$ cat src/rtl/rat_pkg.sv
// ---------------------------------------------------------------------------
// rat_pkg
// shared types and constants for the rational add/multiply/reduce block
// ---------------------------------------------------------------------------
package rat_pkg;

    // operation codes
    typedef enum logic [1:0] {
        KIND_MAKE = 2'd0,
        KIND_ADD  = 2'd1,
        KIND_MUL  = 2'd2,
        KIND_CMP  = 2'd3
    } kind_t;

    // width of the raw fraction fields handed to the back end
    localparam int RAW_BITS = 64;

    // back end sequencer states
    typedef enum logic [2:0] {
        BK_IDLE,
        BK_MUL,
        BK_SUM,
        BK_GCD,
        BK_DIVN,
        BK_DIVD,
        BK_DONE
    } bk_state_t;

    // command passed from front to back through the queue
    typedef struct packed {
        kind_t       kind;
        logic [63:0] an;
        logic [63:0] ad;
        logic [63:0] bn;
        logic [63:0] bd;
    } cmd_t;

endpackage

$ cat src/rtl/rat_divider.sv
// ---------------------------------------------------------------------------
// rat_divider
// restoring divider, one quotient bit per cycle, unsigned 64-bit operands
// ---------------------------------------------------------------------------
module rat_divider
    import rat_pkg::*;
(
    input  logic        clk,
    input  logic        rst_n,
    input  logic        go,
    input  logic [63:0] dividend,
    input  logic [63:0] divisor,
    output logic        done,
    output logic [63:0] quotient,
    output logic [63:0] remainder
);

    logic        run_reg;
    logic        run_next;
    logic [6:0]  cnt_reg;
    logic [6:0]  cnt_next;
    logic [63:0] q_reg;
    logic [63:0] q_next;
    logic [64:0] r_reg;
    logic [64:0] r_next;
    logic [63:0] d_reg;
    logic [63:0] d_next;
    logic        done_reg;
    logic        done_next;
    logic [64:0] shifted;
    logic [64:0] trial;

    // one shift-subtract step per cycle
    always_comb
    begin
        run_next  = run_reg;
        cnt_next  = cnt_reg;
        q_next    = q_reg;
        r_next    = r_reg;
        d_next    = d_reg;
        done_next = 1'b0;
        shifted   = {r_reg[63:0], q_reg[63]};
        trial     = shifted - {1'b0, d_reg};
        if (go)
        begin
            run_next = 1'b1;
            cnt_next = 7'd0;
            q_next   = dividend;
            r_next   = '0;
            d_next   = divisor;
        end
        else if (run_reg)
        begin
            if (!trial[64])
            begin
                r_next = trial;
                q_next = {q_reg[62:0], 1'b1};
            end
            else
            begin
                r_next = shifted;
                q_next = {q_reg[62:0], 1'b0};
            end
            cnt_next = cnt_reg + 7'd1;
            if (cnt_reg == 7'd63)
            begin
                run_next  = 1'b0;
                done_next = 1'b1;
            end
        end
    end

    always_ff @(posedge clk or negedge rst_n)
    begin
        if (!rst_n)
        begin
            run_reg  <= 1'b0;
            done_reg <= 1'b0;
            cnt_reg  <= '0;
        end
        else
        begin
            run_reg  <= run_next;
            done_reg <= done_next;
            cnt_reg  <= cnt_next;
        end
    end

    always_ff @(posedge clk)
    begin
        q_reg <= q_next;
        r_reg <= r_next;
        d_reg <= d_next;
    end

    assign done      = done_reg;
    assign quotient  = q_reg;
    assign remainder = r_reg[63:0];

endmodule

$ cat src/rtl/rat_front.sv
// ---------------------------------------------------------------------------
// rat_front
// accepts commands, settles compares at once, queues arithmetic for the back
// ---------------------------------------------------------------------------
module rat_front
    import rat_pkg::*;
#(
    parameter int OPERAND_BITS = 16
)
(
    input  logic                           clk,
    input  logic                           rst_n,
    input  logic                           start,
    output logic                           busy,
    input  logic [1:0]                     kind,
    input  logic signed [OPERAND_BITS-1:0] a_num,
    input  logic signed [OPERAND_BITS-1:0] a_den,
    input  logic signed [OPERAND_BITS-1:0] b_num,
    input  logic signed [OPERAND_BITS-1:0] b_den,
    output logic                           q_valid,
    output cmd_t                           q_cmd,
    input  logic                           q_pop,
    input  logic                           back_idle,
    output logic                           cmp_strobe,
    output logic                           cmp_eq,
    output logic                           cmp_ne
);

    logic  full_reg;
    logic  cmp_reg;
    logic  eq_reg;
    logic  ne_reg;
    cmd_t  cmd_reg;
    logic  xfer;
    logic  match;
    logic  any_empty;

    // one item in flight at a time: queue slot, back end or compare strobe occupied
    assign busy = full_reg || !back_idle || cmp_reg;
    assign xfer = start && !busy;

    assign match     = (a_num == b_num) && (a_den == b_den);
    assign any_empty = (a_num == '1) || (b_num == '1);

    always_ff @(posedge clk or negedge rst_n)
    begin
        if (!rst_n)
        begin
            full_reg <= 1'b0;
            cmp_reg  <= 1'b0;
        end
        else
        begin
            cmp_reg <= xfer && (kind == KIND_CMP);
            if (xfer && (kind != KIND_CMP))
                full_reg <= 1'b1;
            else if (q_pop)
                full_reg <= 1'b0;
        end
    end

    // queue slot payload, sign extended to the raw width
    always_ff @(posedge clk)
    begin
        if (xfer)
        begin
            cmd_reg.kind <= kind_t'(kind);
            cmd_reg.an   <= 64'(a_num);
            cmd_reg.ad   <= 64'(a_den);
            cmd_reg.bn   <= 64'(b_num);
            cmd_reg.bd   <= 64'(b_den);
            eq_reg       <= !any_empty && match;
            ne_reg       <= !any_empty && !match;
        end
    end

    assign q_valid    = full_reg;
    assign q_cmd      = cmd_reg;
    assign cmp_strobe = cmp_reg;
    assign cmp_eq     = eq_reg;
    assign cmp_ne     = ne_reg;

    property p_one_in_flight;
        @(posedge clk) disable iff (!rst_n)
        !(cmp_reg && full_reg);
    endproperty
    a_one_in_flight: assert property (p_one_in_flight)
        else $error("compare and arithmetic in flight together");

endmodule

$ cat src/rtl/rat_back.sv
// ---------------------------------------------------------------------------
// rat_back
// forms the raw fraction, runs euclid on a shared divider, then reduces
// ---------------------------------------------------------------------------
module rat_back
    import rat_pkg::*;
(
    input  logic        clk,
    input  logic        rst_n,
    input  logic        q_valid,
    input  cmd_t        q_cmd,
    output logic        q_pop,
    output logic        idle,
    output logic        res_strobe,
    output logic [31:0] res_num,
    output logic [30:0] res_den,
    output logic        empty_res
);

    bk_state_t   state_reg;
    bk_state_t   state_next;
    cmd_t        cmd_reg;
    cmd_t        cmd_next;
    logic [63:0] p0_reg;
    logic [63:0] p0_next;
    logic [63:0] p1_reg;
    logic [63:0] p1_next;
    logic [63:0] n_reg;
    logic [63:0] n_next;
    logic [63:0] d_reg;
    logic [63:0] d_next;
    logic [63:0] gx_reg;
    logic [63:0] gx_next;
    logic [63:0] gy_reg;
    logic [63:0] gy_next;
    logic [63:0] rn_reg;
    logic [63:0] rn_next;
    logic        busy_div_reg;
    logic        busy_div_next;
    logic        go;
    logic [63:0] div_a;
    logic [63:0] div_b;
    logic        div_done;
    logic [63:0] div_q;
    logic [63:0] div_r;
    logic        out_reg;
    logic        out_next;
    logic [31:0] on_reg;
    logic [31:0] on_next;
    logic [30:0] od_reg;
    logic [30:0] od_next;
    logic        oe_reg;
    logic        oe_next;
    logic        raw_ok;
    logic signed [31:0] m_an;
    logic signed [31:0] m_ad;
    logic signed [31:0] m_bn;
    logic signed [31:0] m_bd;
    logic signed [31:0] m_sel;
    logic signed [63:0] prod0;
    logic signed [63:0] prod1;
    logic signed [63:0] prod2;

    rat_divider u_div (
        .clk       (clk),
        .rst_n     (rst_n),
        .go        (go),
        .dividend  (div_a),
        .divisor   (div_b),
        .done      (div_done),
        .quotient  (div_q),
        .remainder (div_r)
    );

    assign raw_ok = !n_reg[63] && !d_reg[63] && (d_reg != 64'd0);

    // operands hold at most 31 significant bits, so 32x32 signed products suffice
    assign m_an  = cmd_reg.an[31:0];
    assign m_ad  = cmd_reg.ad[31:0];
    assign m_bn  = cmd_reg.bn[31:0];
    assign m_bd  = cmd_reg.bd[31:0];
    assign m_sel = (cmd_reg.kind == KIND_MUL) ? m_an : m_ad;
    assign prod0 = m_bn * m_sel;
    assign prod1 = m_bd * m_an;
    assign prod2 = m_bd * m_ad;

    // sequencer: multiply, sum, euclid loop, two divisions
    always_comb
    begin
        state_next    = state_reg;
        cmd_next      = cmd_reg;
        p0_next       = p0_reg;
        p1_next       = p1_reg;
        n_next        = n_reg;
        d_next        = d_reg;
        gx_next       = gx_reg;
        gy_next       = gy_reg;
        rn_next       = rn_reg;
        busy_div_next = busy_div_reg;
        go            = 1'b0;
        div_a         = gx_reg;
        div_b         = gy_reg;
        q_pop         = 1'b0;
        out_next      = 1'b0;
        on_next       = on_reg;
        od_next       = od_reg;
        oe_next       = oe_reg;
        case (state_reg)
            BK_IDLE:
            begin
                if (q_valid)
                begin
                    q_pop      = 1'b1;
                    cmd_next   = q_cmd;
                    state_next = BK_MUL;
                end
            end
            BK_MUL:
            begin
                // cross products of the raw operands
                p0_next = prod0;
                p1_next = prod1;
                d_next  = prod2;
                state_next = BK_SUM;
            end
            BK_SUM:
            begin
                case (cmd_reg.kind)
                    KIND_MAKE:
                    begin
                        n_next = cmd_reg.an;
                        d_next = cmd_reg.ad;
                    end
                    KIND_ADD: n_next = p0_reg + p1_reg;
                    default:  n_next = p0_reg;
                endcase
                state_next = BK_GCD;
                busy_div_next = 1'b0;
            end
            BK_GCD:
            begin
                if (!raw_ok)
                begin
                    out_next   = 1'b1;
                    on_next    = '1;
                    od_next    = '1;
                    oe_next    = 1'b1;
                    state_next = BK_IDLE;
                end
                else if (n_reg == 64'd0)
                begin
                    rn_next    = 64'd0;
                    gx_next    = d_reg;
                    state_next = BK_DONE;
                end
                else if (!busy_div_reg)
                begin
                    // seed euclid with x = n, y = d
                    gx_next       = n_reg;
                    gy_next       = d_reg;
                    busy_div_next = 1'b1;
                    state_next    = BK_DIVN;
                end
            end
            BK_DIVN:
            begin
                // euclid iteration: x, y <- y, x mod y
                if (gy_reg == 64'd0)
                begin
                    div_a         = n_reg;
                    div_b         = gx_reg;
                    go            = 1'b1;
                    busy_div_next = 1'b0;
                    state_next    = BK_DIVD;
                end
                else if (!busy_div_reg)
                begin
                    if (div_done)
                    begin
                        gx_next       = gy_reg;
                        gy_next       = div_r;
                        busy_div_next = 1'b1;
                    end
                end
                else
                begin
                    go            = 1'b1;
                    busy_div_next = 1'b0;
                end
            end
            BK_DIVD:
            begin
                if (div_done && !busy_div_reg)
                begin
                    rn_next       = div_q;
                    div_a         = d_reg;
                    div_b         = gx_reg;
                    go            = 1'b1;
                    busy_div_next = 1'b1;
                end
                else if (div_done && busy_div_reg)
                begin
                    gx_next    = div_q;
                    state_next = BK_DONE;
                end
            end
            BK_DONE:
            begin
                out_next   = 1'b1;
                if ((rn_reg[63:31] == '0) && (gx_reg[63:30] == '0))
                begin
                    on_next = rn_reg[31:0];
                    od_next = gx_reg[30:0];
                    oe_next = 1'b0;
                end
                else
                begin
                    on_next = '1;
                    od_next = '1;
                    oe_next = 1'b1;
                end
                state_next = BK_IDLE;
            end
            default: state_next = BK_IDLE;
        endcase
    end

    always_ff @(posedge clk or negedge rst_n)
    begin
        if (!rst_n)
        begin
            state_reg    <= BK_IDLE;
            out_reg      <= 1'b0;
            busy_div_reg <= 1'b0;
        end
        else
        begin
            state_reg    <= state_next;
            out_reg      <= out_next;
            busy_div_reg <= busy_div_next;
        end
    end

    always_ff @(posedge clk)
    begin
        cmd_reg <= cmd_next;
        p0_reg  <= p0_next;
        p1_reg  <= p1_next;
        n_reg   <= n_next;
        d_reg   <= d_next;
        gx_reg  <= gx_next;
        gy_reg  <= gy_next;
        rn_reg  <= rn_next;
        on_reg  <= on_next;
        od_reg  <= od_next;
        oe_reg  <= oe_next;
    end

    assign idle       = (state_reg == BK_IDLE) && !out_reg;
    assign res_strobe = out_reg;
    assign res_num    = on_reg;
    assign res_den    = od_reg;
    assign empty_res  = oe_reg;

    // a result strobe closes every item
    property p_done_to_strobe;
        @(posedge clk) disable iff (!rst_n)
        (state_reg == BK_DONE) |=> out_reg;
    endproperty
    a_done_to_strobe: assert property (p_done_to_strobe)
        else $error("done state without result strobe");

    property p_pop_when_idle;
        @(posedge clk) disable iff (!rst_n)
        q_pop |-> (state_reg == BK_IDLE) && q_valid;
    endproperty
    a_pop_when_idle: assert property (p_pop_when_idle)
        else $error("queue popped outside idle");

    property p_empty_pattern;
        @(posedge clk) disable iff (!rst_n)
        (out_reg && oe_reg) |-> (on_reg == '1) && (od_reg == '1);
    endproperty
    a_empty_pattern: assert property (p_empty_pattern)
        else $error("empty result without -1/-1 fields");

endmodule

$ cat src/rtl/rational_add_mul_reduce.sv
// ---------------------------------------------------------------------------
// rational_add_mul_reduce
// fraction make/add/multiply with gcd reduction, and fraction compare
// ---------------------------------------------------------------------------
// An item is taken when start is high and busy is low; busy stays high until
// its result has been strobed on done, one item at a time. A compare answers
// in the cycle right after its transfer. Arithmetic forms the raw fraction in
// the multiply and sum states, then runs each euclid remainder step and two
// more division passes on the shared 64-bit bit-serial divider; an invalid
// raw fraction or a zero numerator skips the divider. Results cannot be held
// off by the receiver.
module rational_add_mul_reduce
    import rat_pkg::*;
#(
    parameter int OPERAND_BITS = 16
)
(
    input  logic                           clk,
    input  logic                           rst_n,
    input  logic                           start,
    output logic                           busy,
    input  logic [1:0]                     kind,
    input  logic signed [OPERAND_BITS-1:0] a_num,
    input  logic signed [OPERAND_BITS-1:0] a_den,
    input  logic signed [OPERAND_BITS-1:0] b_num,
    input  logic signed [OPERAND_BITS-1:0] b_den,
    output logic                           done,
    output logic signed [31:0]             res_num,
    output logic signed [30:0]             res_den,
    output logic                           empty_res,
    output logic                           is_equal,
    output logic                           is_not_equal
);

    logic        q_valid;
    cmd_t        q_cmd;
    logic        q_pop;
    logic        back_idle;
    logic        cmp_strobe;
    logic        cmp_eq;
    logic        cmp_ne;
    logic        ar_strobe;
    logic [31:0] ar_num;
    logic [30:0] ar_den;
    logic        ar_empty;

    rat_front #(.OPERAND_BITS(OPERAND_BITS)) u_front (
        .clk        (clk),
        .rst_n      (rst_n),
        .start      (start),
        .busy       (busy),
        .kind       (kind),
        .a_num      (a_num),
        .a_den      (a_den),
        .b_num      (b_num),
        .b_den      (b_den),
        .q_valid    (q_valid),
        .q_cmd      (q_cmd),
        .q_pop      (q_pop),
        .back_idle  (back_idle),
        .cmp_strobe (cmp_strobe),
        .cmp_eq     (cmp_eq),
        .cmp_ne     (cmp_ne)
    );

    rat_back u_back (
        .clk        (clk),
        .rst_n      (rst_n),
        .q_valid    (q_valid),
        .q_cmd      (q_cmd),
        .q_pop      (q_pop),
        .idle       (back_idle),
        .res_strobe (ar_strobe),
        .res_num    (ar_num),
        .res_den    (ar_den),
        .empty_res  (ar_empty)
    );

    // merge the two result sources onto the output transfer
    assign done         = cmp_strobe || ar_strobe;
    assign res_num      = ar_strobe ? ar_num : 32'd0;
    assign res_den      = ar_strobe ? ar_den : 31'd0;
    assign empty_res    = ar_strobe ? ar_empty : 1'b0;
    assign is_equal     = cmp_strobe && cmp_eq;
    assign is_not_equal = cmp_strobe && cmp_ne;

    property p_one_source;
        @(posedge clk) disable iff (!rst_n)
        !(cmp_strobe && ar_strobe);
    endproperty
    a_one_source: assert property (p_one_source)
        else $error("two results in one cycle");

    property p_busy_on_start;
        @(posedge clk) disable iff (!rst_n)
        (start && !busy) |=> busy;
    endproperty
    a_busy_on_start: assert property (p_busy_on_start)
        else $error("not busy after a transfer");

    property p_flags_exclusive;
        @(posedge clk) disable iff (!rst_n)
        !(is_equal && is_not_equal);
    endproperty
    a_flags_exclusive: assert property (p_flags_exclusive)
        else $error("equal and not equal together");

endmodule
$ cat config.mk
export PLATFORM = sky130hd
export DESIGN_NAME = rational_add_mul_reduce
export DESIGN_NICKNAME = d
export VERILOG_FILES = /design/src/rtl/rat_pkg.sv /design/src/rtl/rat_divider.sv /design/src/rtl/rat_front.sv /design/src/rtl/rat_back.sv /design/src/rtl/rational_add_mul_reduce.sv
export SDC_FILE = /design/constraint.sdc
export NUM_CORES = 2
export LEC_CHECK = 0
export BUFFER_PORTS_ARGS = -buffer_cell sky130_fd_sc_hd__clkbuf_2
export CORE_ASPECT_RATIO = 2
export CORE_MARGIN = 2
export CORE_UTILIZATION = 55
export DETAILED_ROUTE_END_ITERATION = 7
export PLACE_DENSITY = 0.71
export SLEW_MARGIN = 0
export SYNTH_ARGS = -nofsm -noshare
export SYNTH_HDL_FRONTEND = slang
export SYNTH_SLANG_ARGS = --single-unit
$ cat constraint.sdc
create_clock -name clk -period 12.7 [get_ports clk]
set_clock_uncertainty 0.05 [all_clocks]
set_input_delay 3.81 -clock clk [delete_from_list [all_inputs] [get_ports clk]]
set_output_delay 3.81 -clock clk [all_outputs]
set_load 0.01 [all_outputs]
==> impl_metrics.yaml <==
outcome:
  outcome: "completed"
yosys:
  synthSimpleGateAreaFrac_pct: 13.06
  syn_avg_cell_area_um2: 10.25
  ys_ff_latch: 774
  netlist_area_um2: 68400
  yosysSeqAreaShare_pct: 32.92
  syn_inst: 6675
  synth_fa_ha_area_share_pct: 30.18
  ys_warn_count: 0
  synthXorXnorAreaFrac_pct: 2.983
  synth-main-ff-cell: "edfxtp_1"
  synth_area_leaders: "edfxtp_1 30%, fa_1 24%, ha_1 6.7%, inv_1 5.5%, and2_1 3.5%"
  yosys.cell_types.count: 88
  synth_top_family_by_area: "adder cells"
  synth_compound_area_share_pct: 11.12
  yosysTopAreaCell: "edfxtp_1"
  yosys-mux-area-fraction_pct: 2.254
  synth_fp_nets: 7912
  synth-async-reset-ratio_pct: 2.067
  synth-edff-count: 694
  synth.top_cell.area_share_pct: 30.47
timing:
  final.setup.tns_ns: 0
  tightest_slew_ns: 1.279
  fmax_mhz: 107.8
  grt_setup_unrepaired: "no"
  finalCritPeriodShare_pct: 73.04
  period_minus_slack_ns: 9.276
  drv_slew: 0
  holdWs_ns: 0.3580
  hold_viol: 0
  slew_headroom_pct: 14.42
  setup_viol: 0
route:
  wl_mm: 188.7
  viasPerCell: 5.919
  firstDrtPassIters: 7
  vias: 49438
  ant_nets: 0
  wl_per_cell_um: 22.60
  drc: 0
  drt_iter0_markers: 4400
clock_network:
  cts_setup_buffers: 0
  cts_buffers: 76
  cts_hold_buf: 0
  cts_buffer_depth: 3
  cts-root-buf: "clkbuf_16"
  htreeDepth: 3
  clkSlewWorstSetupHoldPaths_ns: 0.07
  clkLatencyLatePin_ns: 0.71
  ctsResizeCount: 0
  cts_tree: "yes"
  cts_sinks: 774
setup_path:
  crit_path_end: "u_back.p0_reg[37]$_DFFE_PP_"
  r2r_start: "u_back.cmd_reg[257]$_DFFE_PP_"
  slowest_delay_ns: 1.05
  cp_common_cell: "fa_1"
  cp-startpoint: "u_back.cmd_reg[257]$_DFFE_PP_"
  crit_required_ns: 13.08
  arrival_ns: 9.66
  ff2ff_setup_slack_ns: 3.42
  worst_r2r_endpoint: "u_back.p0_reg[37]$_DFFE_PP_"
  crit_type: "register to register"
  path_max_fanout: 17
  crit_path_start_kind: "register"
  endpoint_kind: "register"
  cp_cell_sequence: "nand2b_1, o21ai_1, nand2_1, fa_1, inv_1, fa_1, fa_1, fa_1, fa_1, inv_1, fa_1, inv_1, ha_1, nand3_1, a2111oi_0, o41ai_1, a21oi_1, o21ai_0, nand2b_1, nor2b_1, o21ai_0"
  reg2regPathDepth: 21
  slowest_stage: "o21ai_1"
floorplanning:
  die-area_um2: 127400
  initial_core_util_pct: 55.22
  num_rows: 183
  core_um2: 123900
  io_pins: 137
  die_w_um: 253.4
  die_h_um: 502.7
global_route:
  grt_usage_pct: 30.36
  grt_max_degree: 104
  grt_pass1_wl_mm: 294.6
  antenna_found_initial: 8
  grt-ovfl-total: 0
  grt_pass1_vias: 51746
finish:
  nFillCells: 10333
  nets: 7860
  finish.instance_area_um2: 73090
  syn_to_final_growth_pct: 6.852
  n_antenna_cell: 0
  drive_gt1_share_pct: 7.283
job:
  cap_viol_max_count: 0
placed_design:
  place.gp.congestion: 0.9771
  hpwl_mm: 141.9
  portBuffers: 136
  place_area_um2: 70430
hold_path:
  holdCritPathClass: "register to register"
[worst min-delay path by stage]
stage                                      start                             to  slack, ns  depth (start not counted)
CTS                 u_front.q_cmd[197]$_DFFE_PP_  u_back.cmd_reg[197]$_DFFE_PP_       0.37                          0
floorplan             u_front.q_cmd[0]$_DFFE_PP_    u_back.cmd_reg[0]$_DFFE_PP_       0.35                          0
detailed placement  u_front.q_cmd[128]$_DFFE_PP_  u_back.cmd_reg[128]$_DFFE_PP_       0.35                          0
global route        u_front.q_cmd[197]$_DFFE_PP_  u_back.cmd_reg[197]$_DFFE_PP_       0.37                          0
global placement     u_front.q_cmd[65]$_DFFE_PP_   u_back.cmd_reg[65]$_DFFE_PP_       0.35                          0
finish              u_front.q_cmd[138]$_DFFE_PP_  u_back.cmd_reg[138]$_DFFE_PP_       0.36                          0
[layout make-up]
type	count	area, um^2	share of cell area, %
multi-input combinational	4562	40860	55.91
timing repair buffer	200	1161	1.589
inverter	1009	3794	5.190
clock inverter	49	623.1	0.8525
clock buffer	93	2036	2.785
sequential	774	22530	30.83
tap	1665	2083	2.850
[metrics by stage]
step | setup WS, ns | util [%] | instances
after floorplan | 5.076 | - | 6675
after global placement | 3.906 | 56.86 | 8210
after detailed placement | 3.431 | 56.86 | 8210
after CTS | 3.435 | 59.00 | 8352
after global routing | 2.608 | 59.00 | 8352
final | 3.424 | 59.00 | 8352
[critical path: cells and delay by family, from the launching register on]
family | cells | cell delay, ns
adders and majority gates | 7 | 3.78
DFF | 1 | 0.74
AOI/OAI and AO/OA | 6 | 2.67
buffers and inverters | 3 | 0.17
and+or+nand+nor | 5 | 1.60
[synth_stat cells, types with 14 or more instances]
cell type and number:
inv_1 1008, fa_1 803, edfxtp_1 694, nand2_1 606
a21oi_1 453, and2_1 378, ha_1 365, clkbuf_1 302
o21ai_0 280, nor2_1 263, xnor2_1 165, a21o_1 130
mux2i_1 100, and3_1 93, or2_2 73, xor2_1 68
a22o_1 64, dfxtp_1 64, nor4_1 62, nand4_1 61
nand2b_1 60, nand3_1 52, nor2b_1 49, mux2_2 48
o21bai_1 43, a31oi_1 36, nor3_1 33, a211oi_1 26
a22oi_1 26, o21a_1 23, a222oi_1 18, o21ai_1 18
dfrtp_1 16, or3_1 15, o211ai_1 14
[layout by cell type, fill, tap and decap left out, types with 165 or more instances in the layout]
cell | Yosys | final
inv_1 | 1008 | 1005
fa_1 | 803 | 803
edfxtp_1 | 694 | 694
nand2_1 | 606 | 604
a21oi_1 | 453 | 453
and2_1 | 378 | 376
ha_1 | 365 | 365
o21ai_0 | 280 | 280
nor2_1 | 263 | 259
xnor2_1 | 165 | 165
[routing by layer]
layer / track usage, % / part of all wire [%]
met2: 51.77 / 49
met1: 37.11 / 38
met3: 3.535 / 6.5
met4: 17.83 / 6.5
met5: 0 / 0.0064
[kinds of logic (layout without fill, tap and decap cells)]
family / Yosys count / in the layout
AOI/OAI and AO/OA: 1232 / 1232
and+or+nand+nor: 1781 / 1781
xor gates and xnor gates: 233 / 233
buffers and inverters: 1339 / 1351
muxes: 148 / 148
DFF: 774 / 774
adders and majority gates: 1168 / 1168
Power is left out: the tool's default activity adds up to more than one toggle a clock period on the data nets, which glitch-free logic cannot reach.
